File: src/rtl/core/stx_etx_frame_receiver_defines.svh
// Assertion macros used by the frame receiver RTL.
`ifndef STX_ETX_FRAME_RECEIVER_DEFINES_SVH
`define STX_ETX_FRAME_RECEIVER_DEFINES_SVH

// Checked on every rising clock edge outside of reset.
`define STXRX_ASSERT(label, prop, msg) \
  label: assert property (@(posedge clk) disable iff (rst) prop) else $error(msg);

// Checked on every rising clock edge, reset included.
`define STXRX_ASSERT_ALWAYS(label, prop, msg) \
  label: assert property (@(posedge clk) prop) else $error(msg);

`endif

File: src/rtl/core/stxrx_pkg.sv
`default_nettype none
package stxrx_pkg;

  localparam logic [31:0] CRC_POLY    = 32'hEDB8_8320;
  localparam logic [31:0] CRC_RESIDUE = 32'h2144_DF1C;

  // Check modes.
  localparam logic [1:0] MODE_NONE = 2'd0;
  localparam logic [1:0] MODE_SUM  = 2'd1;
  localparam logic [1:0] MODE_CRC  = 2'd2;

  // Frame status codes.
  localparam logic [2:0] ST_OK      = 3'd0;
  localparam logic [2:0] ST_STRAY   = 3'd1;
  localparam logic [2:0] ST_BAD_ESC = 3'd2;
  localparam logic [2:0] ST_SUM     = 3'd3;
  localparam logic [2:0] ST_CRC     = 3'd4;

  // Configuration register indexes.
  localparam logic [2:0] REG_CHECK_MODE   = 3'd0;
  localparam logic [2:0] REG_START_CODE   = 3'd1;
  localparam logic [2:0] REG_END_CODE     = 3'd2;
  localparam logic [2:0] REG_ESCAPE_CODE  = 3'd3;
  localparam logic [2:0] REG_START_STUFF  = 3'd4;
  localparam logic [2:0] REG_END_STUFF    = 3'd5;
  localparam logic [2:0] REG_ESCAPE_STUFF = 3'd6;

  typedef struct packed {
    logic [1:0] check_mode;
    logic [7:0] start_code;
    logic [7:0] end_code;
    logic [7:0] escape_code;
    logic [7:0] start_stuff_code;
    logic [7:0] end_stuff_code;
    logic [7:0] escape_stuff_code;
  } cfg_t;

  typedef struct packed {
    logic       valid;
    logic [7:0] data;
    logic       frame_end;
    logic [2:0] status;
  } result_t;

  // Reflected CRC-32 update by one byte; flattens to an XOR network.
  function automatic logic [31:0] crc_byte(input logic [31:0] crc, input logic [7:0] b);
    logic [31:0] c;
    c = crc ^ {24'd0, b};
    for (int k = 0; k < 8; k++) begin
      c = c[0] ? ((c >> 1) ^ CRC_POLY) : (c >> 1);
    end
    return c;
  endfunction

endpackage
`default_nettype wire

File: src/rtl/core/stxrx_decode.sv
`default_nettype none
module stxrx_decode (
  input  wire logic             clk,
  input  wire logic             rst,
  input  wire stxrx_pkg::cfg_t  cfg,
  input  wire logic             accept,
  input  wire logic [7:0]       rx_byte,
  output stxrx_pkg::result_t    result
);
  import stxrx_pkg::*;

  logic        in_frame;
  logic        escape_pending;
  logic        stray_start_seen;
  logic        escape_error_seen;
  logic        have_payload;
  logic [7:0]  sum_before_last;
  logic [7:0]  last_payload_byte;
  logic [31:0] crc_register;

  logic        in_frame_next;
  logic        escape_pending_next;
  logic        stray_start_seen_next;
  logic        escape_error_seen_next;
  logic        have_payload_next;
  logic [7:0]  sum_before_last_next;
  logic [7:0]  last_payload_byte_next;
  logic [31:0] crc_register_next;

  logic        emit;
  logic [7:0]  emit_byte;
  logic [2:0]  frame_status;

  always_comb begin
    frame_status = ST_OK;
    if (stray_start_seen) begin
      frame_status = ST_STRAY;
    end else if (escape_error_seen) begin
      frame_status = ST_BAD_ESC;
    end else begin
      unique case (cfg.check_mode)
        MODE_SUM: begin
          if (!have_payload || sum_before_last != last_payload_byte) frame_status = ST_SUM;
        end
        MODE_CRC: begin
          if (~crc_register != CRC_RESIDUE) frame_status = ST_CRC;
        end
        default: frame_status = ST_OK;
      endcase
    end
  end

  always_comb begin
    in_frame_next          = in_frame;
    escape_pending_next    = escape_pending;
    stray_start_seen_next  = stray_start_seen;
    escape_error_seen_next = escape_error_seen;
    have_payload_next      = have_payload;
    sum_before_last_next   = sum_before_last;
    last_payload_byte_next = last_payload_byte;
    crc_register_next      = crc_register;
    emit                   = 1'b0;
    emit_byte              = rx_byte;
    result                 = '0;

    if (!in_frame) begin
      // Opening a frame restarts all per-frame state.
      if (rx_byte == cfg.start_code) begin
        in_frame_next          = 1'b1;
        escape_pending_next    = 1'b0;
        stray_start_seen_next  = 1'b0;
        escape_error_seen_next = 1'b0;
        have_payload_next      = 1'b0;
        sum_before_last_next   = 8'd0;
        last_payload_byte_next = 8'd0;
        crc_register_next      = '1;
      end
    end else if (rx_byte == cfg.end_code) begin
      result.valid        = 1'b1;
      result.frame_end    = 1'b1;
      result.status       = frame_status;
      in_frame_next       = 1'b0;
      escape_pending_next = 1'b0;
    end else if (rx_byte == cfg.start_code) begin
      stray_start_seen_next = 1'b1;
    end else if (rx_byte == cfg.escape_code) begin
      escape_pending_next = 1'b1;
    end else if (escape_pending) begin
      escape_pending_next = 1'b0;
      if (rx_byte == cfg.start_stuff_code) begin
        emit      = 1'b1;
        emit_byte = cfg.start_code;
      end else if (rx_byte == cfg.end_stuff_code) begin
        emit      = 1'b1;
        emit_byte = cfg.end_code;
      end else if (rx_byte == cfg.escape_stuff_code) begin
        emit      = 1'b1;
        emit_byte = cfg.escape_code;
      end else begin
        escape_error_seen_next = 1'b1;
      end
    end else begin
      emit = 1'b1;
    end

    if (emit) begin
      if (have_payload) sum_before_last_next = sum_before_last + last_payload_byte;
      last_payload_byte_next = emit_byte;
      have_payload_next      = 1'b1;
      crc_register_next      = crc_byte(crc_register, emit_byte);
      result.valid           = 1'b1;
      result.data            = emit_byte;
    end

    if (!accept) result.valid = 1'b0;
  end

  always_ff @(posedge clk) begin
    if (rst) begin
      in_frame          <= 1'b0;
      escape_pending    <= 1'b0;
      stray_start_seen  <= 1'b0;
      escape_error_seen <= 1'b0;
      have_payload      <= 1'b0;
      sum_before_last   <= 8'd0;
      last_payload_byte <= 8'd0;
      crc_register      <= '1;
    end else if (accept) begin
      in_frame          <= in_frame_next;
      escape_pending    <= escape_pending_next;
      stray_start_seen  <= stray_start_seen_next;
      escape_error_seen <= escape_error_seen_next;
      have_payload      <= have_payload_next;
      sum_before_last   <= sum_before_last_next;
      last_payload_byte <= last_payload_byte_next;
      crc_register      <= crc_register_next;
    end
  end

endmodule
`default_nettype wire

File: src/rtl/core/stx_etx_frame_receiver.sv
// Byte-stuffed frame receiver with optional checksum or CRC-32 check.
// Input channel (in_valid/in_ready, rx_byte) takes one raw link byte per
// transfer. Output channel (out_valid/out_ready) gives one result per payload
// byte (out_byte, frame_end 0, status 0) and one closing result per frame
// (out_byte 0, frame_end 1, status). Bytes outside a frame give no result.
// The configuration channel (cfg_valid/cfg_ready, cfg_index, cfg_data) is
// always ready. The user must write it only while the receiver is idle; the
// block does not enforce this. A result is registered when its byte is taken.
// Throughput: one byte per cycle while in_ready is high, bounded by the
// combinational unstuff and byte-wide CRC update before the output register.
// The output has a register and a one-entry skid stage; in_ready depends only
// on the skid stage, so when the sink stalls, input continues until both
// entries hold results, then in_ready drops until the sink takes one.
// Reset (rst, synchronous) loads the default codes, no check, clears the
// frame state and empties both output entries.
`default_nettype none
`include "stx_etx_frame_receiver_defines.svh"
module stx_etx_frame_receiver (
  input  wire logic       clk,
  input  wire logic       rst,
  input  wire logic       in_valid,
  output logic            in_ready,
  input  wire logic [7:0] rx_byte,
  output logic            out_valid,
  input  wire logic       out_ready,
  output logic [7:0]      out_byte,
  output logic            frame_end,
  output logic [2:0]      status,
  input  wire logic       cfg_valid,
  output logic            cfg_ready,
  input  wire logic [2:0] cfg_index,
  input  wire logic [7:0] cfg_data
);
  import stxrx_pkg::*;

  cfg_t    cfg;
  result_t result;
  result_t out_q;
  result_t skid_q;
  logic    in_accept;
  logic    out_take;
  logic    out_free;

  assign cfg_ready = 1'b1;
  assign in_ready  = !skid_q.valid;
  assign in_accept = in_valid && in_ready;
  assign out_take  = out_q.valid && out_ready;
  assign out_free  = !out_q.valid || out_take;

  always_ff @(posedge clk) begin
    if (rst) begin
      cfg.check_mode        <= MODE_NONE;
      cfg.start_code        <= 8'd255;
      cfg.end_code          <= 8'd254;
      cfg.escape_code       <= 8'd253;
      cfg.start_stuff_code  <= 8'd0;
      cfg.end_stuff_code    <= 8'd1;
      cfg.escape_stuff_code <= 8'd2;
    end else if (cfg_valid && cfg_ready) begin
      unique case (cfg_index)
        REG_CHECK_MODE:   cfg.check_mode        <= cfg_data[1:0];
        REG_START_CODE:   cfg.start_code        <= cfg_data;
        REG_END_CODE:     cfg.end_code          <= cfg_data;
        REG_ESCAPE_CODE:  cfg.escape_code       <= cfg_data;
        REG_START_STUFF:  cfg.start_stuff_code  <= cfg_data;
        REG_END_STUFF:    cfg.end_stuff_code    <= cfg_data;
        REG_ESCAPE_STUFF: cfg.escape_stuff_code <= cfg_data;
        default: ;
      endcase
    end
  end

  stxrx_decode u_decode (
    .clk     (clk),
    .rst     (rst),
    .cfg     (cfg),
    .accept  (in_accept),
    .rx_byte (rx_byte),
    .result  (result)
  );

  // The skid entry is always older than a new result, so it drains first.
  always_ff @(posedge clk) begin
    if (rst) begin
      out_q.valid  <= 1'b0;
      skid_q.valid <= 1'b0;
    end else if (skid_q.valid && out_free) begin
      out_q        <= skid_q;
      skid_q.valid <= 1'b0;
    end else if (result.valid) begin
      if (out_free) begin
        out_q <= result;
      end else begin
        skid_q <= result;
      end
    end else if (out_take) begin
      out_q.valid <= 1'b0;
    end
  end

  assign out_valid = out_q.valid;
  assign out_byte  = out_q.data;
  assign frame_end = out_q.frame_end;
  assign status    = out_q.status;

  `STXRX_ASSERT_ALWAYS(a_skid_behind_out, skid_q.valid |-> out_q.valid, "skid entry without output entry")
  `STXRX_ASSERT(a_end_byte_zero, (out_valid && frame_end) |-> (out_byte == 8'd0), "closing result has nonzero byte")
  `STXRX_ASSERT(a_payload_status_ok, (out_valid && !frame_end) |-> (status == ST_OK), "payload result carries a status")

endmodule
`default_nettype wire
File: config.mk
export PLATFORM = sky130hd
export DESIGN_NAME = stx_etx_frame_receiver
export DESIGN_NICKNAME = d
export VERILOG_FILES = /design/src/rtl/core/stxrx_pkg.sv /design/src/rtl/core/stxrx_decode.sv /design/src/rtl/core/stx_etx_frame_receiver.sv
export VERILOG_INCLUDE_DIRS = /design/src /design/src/rtl/core
export SDC_FILE = /design/constraint.sdc
export NUM_CORES = 1
export LEC_CHECK = 0
export ABC_CLOCK_PERIOD_IN_PS = 5500
export BUFFER_PORTS_ARGS = -buffer_cell sky130_fd_sc_hd__buf_2
export CAP_MARGIN = 15
export CELL_PAD_IN_SITES_DETAIL_PLACEMENT = 0
export CELL_PAD_IN_SITES_GLOBAL_PLACEMENT = 1
export CORE_UTILIZATION = 44
export CTS_CLUSTER_DIAMETER = 60
export DETAILED_ROUTE_END_ITERATION = 10
export PLACE_DENSITY_LB_ADDON = 0.08
export SLEW_MARGIN = 20
export SYNTH_ARGS = -nofsm -noshare
export SYNTH_HDL_FRONTEND = slang
export SYNTH_SLANG_ARGS = --single-unit
File: constraint.sdc
create_clock -name clk -period 5.5 [get_ports clk]
set_input_delay 0.275 -clock clk [delete_from_list [all_inputs] [get_ports clk]]
set_output_delay 0.275 -clock clk [all_outputs]
set_load 0.01 [all_outputs]
Word level (Yosys, flattened, before mapping) --
Cells that the tools add are included.
Storage, ports and cells: register bits after elaboration 129, output and inout bits 15, logic and storage cells 164
Operators by class: $add $sub $neg 1, eq/ne operators 25, multiplexer cells 71, bitwise gates (word level) 13, reductions and logical operators 31
Operator list (count):
- 2-to-1 mux 32 bit | 11
- 2-to-1 mux 8 bit | 15
- NOT 13 -> 14 bit | 8
- equality test 8 bit | 6
- 2-to-1 mux 1 bit | 34
- != test 32 x 30 -> 1 bit, second input constant | 1
- NOT 32 bit | 1
- XOR 32 x 8 -> 32 bit | 1
- 2-to-1 mux 13 bit | 2
- AND reduction 2 bit | 9
- 2-to-1 mux 12 bit | 1
- AND reduction 3 bit | 4
- nonzero test 2 bit | 5
- equality test 3 bit, second input constant | 3
- 2-to-1 mux 3 bit | 3
- 2-to-1 mux 9 bit | 1
- AND reduction 9 bit | 1
- adder 8 bit | 1
- 2-to-1 mux 4 bit | 2
- != test 2 bit, second input constant | 4
- != test 8 bit | 1
- equality test 3 x 2 -> 1 bit, second input constant | 2
- != test 2 x 1 -> 1 bit, second input constant | 3
- one-hot mux 3 bit (2 select lines) | 1
- 14 further kinds | 21

Depth between registers and ports, before layout --
depth after elaboration 27, gate-level depth with buffers 14, depth with buffers taken out 12

Cells and area by module --
Synthesis repeated with hierarchy kept, for this count alone.
Second synthesis, totals: cells, all modules 713, area, all modules 7079.3 sq um
By module, submodules not included:
- stxrx_decode | times used 1, cells each 465, area each 4267.8 sq um, sequential area each 1061.0 sq um
- stx_etx_frame_receiver | times used 1, cells each 248, area each 2811.4 sq um, sequential area each 1761.7 sq um

Worst setup path before layout --
No wires, ideal clock.
path type input to register, start in rx_byte[5], end reg skid_q[0] (netlist bit) (enable), setup time 0.399 ns, data arrival time 2.860 ns, required time 5.101 ns, path slack 2.241 ns, stages 10, buffers on the path 3, cell sequence buf_4 -> xor2_1 -> nor4_1 -> and2_1 -> clkbuf_1 -> or3b_1 -> a21o_1 -> clkbuf_1 -> a21oi_1 -> nor3b_1
On the way: cells in the longest elaborated chain, start to end 12, elaborated cells on any way between the ends 19, classes of those cells eq/ne (6); mux (12); reduce/logical (1)
Ends and longest elaborated chain:
- start: declaration | RTL line stx_etx_frame_receiver.sv:23 | input wire logic [7:0] rx_byte,
- equality test 8 bit | RTL line stxrx_decode.sv:96 | end else if (rx_byte == cfg.escape_stuff_code) begin
- 2-to-1 mux 1 bit | RTL line stxrx_decode.sv:96
- 2-to-1 mux 1 bit | RTL line stxrx_decode.sv:93 | end else if (rx_byte == cfg.end_stuff_code) begin
- 2-to-1 mux 1 bit | RTL line stxrx_decode.sv:90 | if (rx_byte == cfg.start_stuff_code) begin
- 2-to-1 mux 1 bit | RTL line stxrx_decode.sv:88 | end else if (escape_pending) begin
- 2-to-1 mux 1 bit | RTL line stxrx_decode.sv:86 | end else if (rx_byte == cfg.escape_code) begin
- 2-to-1 mux 1 bit | RTL line stxrx_decode.sv:84 | end else if (rx_byte == cfg.start_code) begin
- 2-to-1 mux 1 bit | RTL line stxrx_decode.sv:78 | end else if (rx_byte == cfg.end_code) begin
- 2-to-1 mux 1 bit | RTL line stxrx_decode.sv:66 | if (!in_frame) begin
- 2-to-1 mux 9 bit (*) | RTL line stxrx_decode.sv:106 | if (emit) begin
- 2-to-1 mux 1 bit (*) | RTL line stxrx_decode.sv:115 | if (!accept) result.valid = 1'b0;
- AND reduction 4 bit (no line) (*)
- end signal: assignment | RTL line stx_etx_frame_receiver.sv:94 | skid_q <= result;
- end: declaration | RTL line stx_etx_frame_receiver.sv:39 | result_t skid_q;
Mark *: on every way between the ends. The rest lies on a longest branch, timed or not. A chain may end at the register's enable or synchronous reset.

Worst setup path in the final report --
start reg cfg[16] (netlist name), end reg u_decode.crc_register[16]
On the way: cells in the longest elaborated chain, start to end 20, elaborated cells on any way between the ends 29, classes of those cells eq/ne (2); mux (21); bitwise (4); reduce/logical (2)
Ends and longest elaborated chain:
- equality test 8 bit (*) | RTL line stxrx_decode.sv:90
- 2-to-1 mux 8 bit | RTL line stxrx_decode.sv:90
- 2-to-1 mux 8 bit | RTL line stxrx_decode.sv:88
- 2-to-1 mux 8 bit | RTL line stxrx_decode.sv:86
- 2-to-1 mux 8 bit | RTL line stxrx_decode.sv:84
- 2-to-1 mux 8 bit | RTL line stxrx_decode.sv:78
- 2-to-1 mux 8 bit | RTL line stxrx_decode.sv:66
- XOR 32 x 8 -> 32 bit | RTL line stxrx_pkg.sv:48 | c = crc ^ {24'd0, b};
- 2-to-1 mux 32 bit (2 in series) | RTL line stxrx_pkg.sv:50 | c = c[0] ? ((c >> 1) ^ CRC_POLY) : (c >> 1);
- NOT 13 -> 14 bit (no line)
- 2-to-1 mux 32 bit | RTL line stxrx_pkg.sv:50
- NOT 13 -> 14 bit (no line)
- 2-to-1 mux 32 bit | RTL line stxrx_pkg.sv:50
- NOT 13 -> 14 bit (no line)
- 2-to-1 mux 32 bit (4 in series) | RTL line stxrx_pkg.sv:50
- 2-to-1 mux 32 bit | RTL line stxrx_decode.sv:106
- end signal: assignment | RTL line stxrx_decode.sv:136 | crc_register <= crc_register_next;
- end: declaration | RTL line stxrx_decode.sv:19 | logic [31:0] crc_register;
Marks and branches as above.

==> key figures <==
Outcome
  • Outcome: complete, no violations

Timing
  • Slew of the pin with the lowest slew margin: 1.110 ns
  • Worst clock skew: 0.01219 ns
  • Final period demand of the worst path: 3.544 ns
  • Upper clock frequency limit: 0.2822 GHz
  • Setup repair after global routing missed its margin: no
  • Number of endpoints with negative hold slack in the final report: 0
  • Final cycle utilization of the critical path: 0.6444
  • Setup Total Neg Slack: 0 ns
  • Final count of pins violating max slew: 0
  • Final Setup Violations: 0
  • Worst relative slew slack: 0.2540

Detailed routing
  • Detailed-route vias per instance: 5.406
  • Via total after detailed routing: 5503
  • Wire length per cell after detailed routing: 19.02 um
  • Remaining antenna violation count after routing: 0
  • First-pass iteration count of the detailed router: 5
  • Number of violations reported at the end of detailed-routing iteration 0: 407
  • DRC errors left: 0
  • Final wirelength: 19370 um

Synthesis
  • Average footprint of a synthesized cell: 9.505 sq um
  • EDFF count, synth: 24
  • Fraction of synthesis flops using an asynchronous set or reset pin: 0
  • Most area-consuming cells after synthesis: dfxtp_1, edfxtp_1, nand2_1, xnor2_1, xor2_1
  • Post-synthesis cell type count: 66
  • Total of flip-flops plus latches after synthesis: 129
  • Sequential cell area fraction in the yosys report: 0.3902
  • Synth Cell Area: 7233 sq um
  • Area share of the largest cell type after synthesis: 0.2906
  • Synthesized netlist cell count: 761
  • Synthesized netlist net count: 795
  • Dominant register cell in the synthesized netlist: dfxtp_1
  • Largest area contributor in the synthesized netlist: dfxtp_1
  • Synth warn: 0

Floorplanning
  • Floorplan die area: 16960 sq um
  • Placement row count: 46
  • Die outline width: 130.2 um
  • Die boundary height: 130.2 um
  • Initial Util: 0.4537
  • I/O pins: 39
  • Core Footprint: 15940 sq um

Clock network
  • CTS tree: done
  • Root buffer cell: clkbuf_16
  • Number of instances resized during post-cts repair: 0
  • Reg clk slew, reported paths: 0.07 ns
  • TritonCTS Buffers: 17
  • Clock sink total: 129
  • Clock Tree Buf Depth: 2
  • Later-pin clock latency in the skew report: 0.44 ns
  • Number of hold buffers added after cts: 0
  • Maximum level of the CTS H-tree: 4
  • Setup bufs post-CTS: 0

Setup path
  • Worst endpoint data arrival time: 3.82 ns
  • Worst reg2reg setup slack: 1.96 ns
  • Endpoint required time on the critical path: 5.78 ns
  • Count of cells along the worst register-to-register path: 10
  • Worst setup SP type: flop
  • Type of the setup path with the least slack: flop to flop
  • Worst reg2reg startpoint: cfg[16]
  • Endpoint of the lowest-slack register-to-register path: u_decode.crc_register[16]
  • Maximum fanout along the worst path: 10
  • Worst setup EP type: flop

Placement
  • Final estimated routing congestion in global placement: 0.8565
  • Post-detailed-placement half-perimeter wirelength: 14230 um
  • Count of input and output buffers: 37
  • Cell total after placement: 986

GRT
  • Global-route wire length before repair: 30420 um
  • Initial antenna violation count: 0
  • Number of global-route vias before repair: 5389
  • Total congestion overflow after global routing: 0
  • Total routing resource utilization after global routing: 0.2451
  • Largest net degree at the start of global routing: 96

Finish
  • Fin nets: 823
  • Number of inserted diodes: 0
  • Filler-free cell count of the finished design: 1018
  • Area growth syn-to-layout: 12.33%
  • Share of cells above drive strength 1: 0.1471

Power and ir drop
  • Power Dens Cells: 287.0 nW/um^2
  • Largest vdd supply drop: 226.7 uV
  • Leakage power of the design: 3.020 nW

Hold path
  • Hold-critical path depth: 3
  • Min-Delay Path Class: primary input to flop
  • Hold EP: cfg[23]
  • Worst Hold Launch: cfg_data[7]

Job
  • Number of violations of the max-capacitance limit: 0
metal layers:
metal	GRT usage	up-vias	share of wire
li1	-	2699	-
met1	0.2996	2636	0.44
met2	0.4108	128	0.49
met3	0.04838	40	0.037
met4	0.1238	0	0.035
met5	0	-	0
sequential cells by signal, summed over array words and instances (netlist names), 3 cells and up:
| signal | flops |
|---|---|
| out_byte | 8 |
| u_decode.crc_register | 32 |
| cfg | 50 |
| status | 3 |
| skid_q | 13 |
| u_decode.last_payload_byte | 8 |
| u_decode.sum_before_last | 8 |
per-stage QoR:
stage | hold slack (ns) | utilization | worst slack (ns) | total power, mW | cell area [sq um]
after floorplan | 0.3958 | - | 2.241 | 1.189 | 7233
after global placement | 0.4533 | 0.4736 | 1.681 | 1.246 | 7551
after detailed placement | 0.4615 | 0.4736 | 1.700 | 1.247 | 7551
after CTS | 0.1324 | 0.5097 | 1.940 | 2.351 | 8125
after global routing | 0.1558 | 0.5097 | 1.735 | 2.403 | 8125
final | 0.1483 | 0.5097 | 1.956 | 2.332 | 8125
layout by cell type, fill, tap and decap left out, types with 15 or more instances in the layout:
master / count
a22oi_1: 15
nand2_1: 119
edfxtp_1: 24
buf_2: 37
dfxtp_1: 105
nand2b_1: 19
nor2_1: 59
inv_1: 21
nand3b_1: 24
clkbuf_16: 17
xnor2_1: 47
xor2_1: 42
nand3_1: 18
a21oi_1: 60
where the power goes:
group          switching (mW)  internal, mW  total [mW]
Combinational           0.137         0.110       0.248
Sequential             0.0106         0.970       0.980
Clock                   0.472         0.632        1.10
Total                   0.620          1.71        2.33
cells by family (layout without fill, tap and decap cells):
kind of cell,Yosys count,after routing,share of synthesized area
other,1,1,0.0005184
flip-flops,129,129,0.3902
XOR/XNOR,118,118,0.2007
multiplexers,14,14,0.02145
adder cells (fa/ha/maj),10,10,0.01834
buffers and inverters,55,96,0.03615
AO/OA/AOI/OAI,129,129,0.1206
AND/OR/NAND/NOR,305,305,0.2121
worst max-delay path, stage by stage, from the launching register on:
cell and delay, ns:
dfxtp_1 0.32, xor2_1 0.21, nor4_4 0.46, and2_1 0.47, nor3_1 0.17, nor2_2 0.21, o22ai_1 0.15, xor2_2 0.55
xnor3_1 0.57, xnor2_1 0.18, a21oi_1 0.08
Yosys cell counts, types with 4 or more instances:
cell,n
nor4_1,12
xor3_1,6
nor2_1,59
a21oi_1,60
o22ai_1,14
mux2_2,12
a22oi_1,15
nand4_1,9
nor3_1,14
inv_1,21
a311oi_2,4
nor2b_1,4
nand3_1,18
buf_4,6
xnor3_1,11
edfxtp_1,24
o21ai_1,10
clkbuf_1,22
xor2_1,42
xor2_4,4
nand2_1,119
nand2b_1,19
xnor2_1,47
ha_1,9
o21ai_0,7
nand3b_1,24
dfxtp_1,105
buf_6,4
worst max path at each step:
stage,to,from,slack [ns],depth (start not counted)
final,u_decode.crc_register[16],cfg[16],1.96,10
after floorplan,skid_q[0],rx_byte[5],2.24,10
after CTS,u_decode.crc_register[16],cfg[16],1.94,10
after global placement,u_decode.crc_register[16],rx_byte[0],1.68,11
after detailed placement,u_decode.crc_register[16],rx_byte[0],1.70,11
after global routing,u_decode.crc_register[20],cfg[16],1.74,10
area by class of cell:
type | count | area (sq um)
fillers | 1523 | 7818
multi-input cells | 577 | 4149
flip-flops and latches | 129 | 2823
clock buffers | 17 | 425.4
well taps | 216 | 270.3
repair buffers | 43 | 230.2
clock inverters | 15 | 148.9
inverters | 21 | 78.83
(Power assumes the default switching activity.)
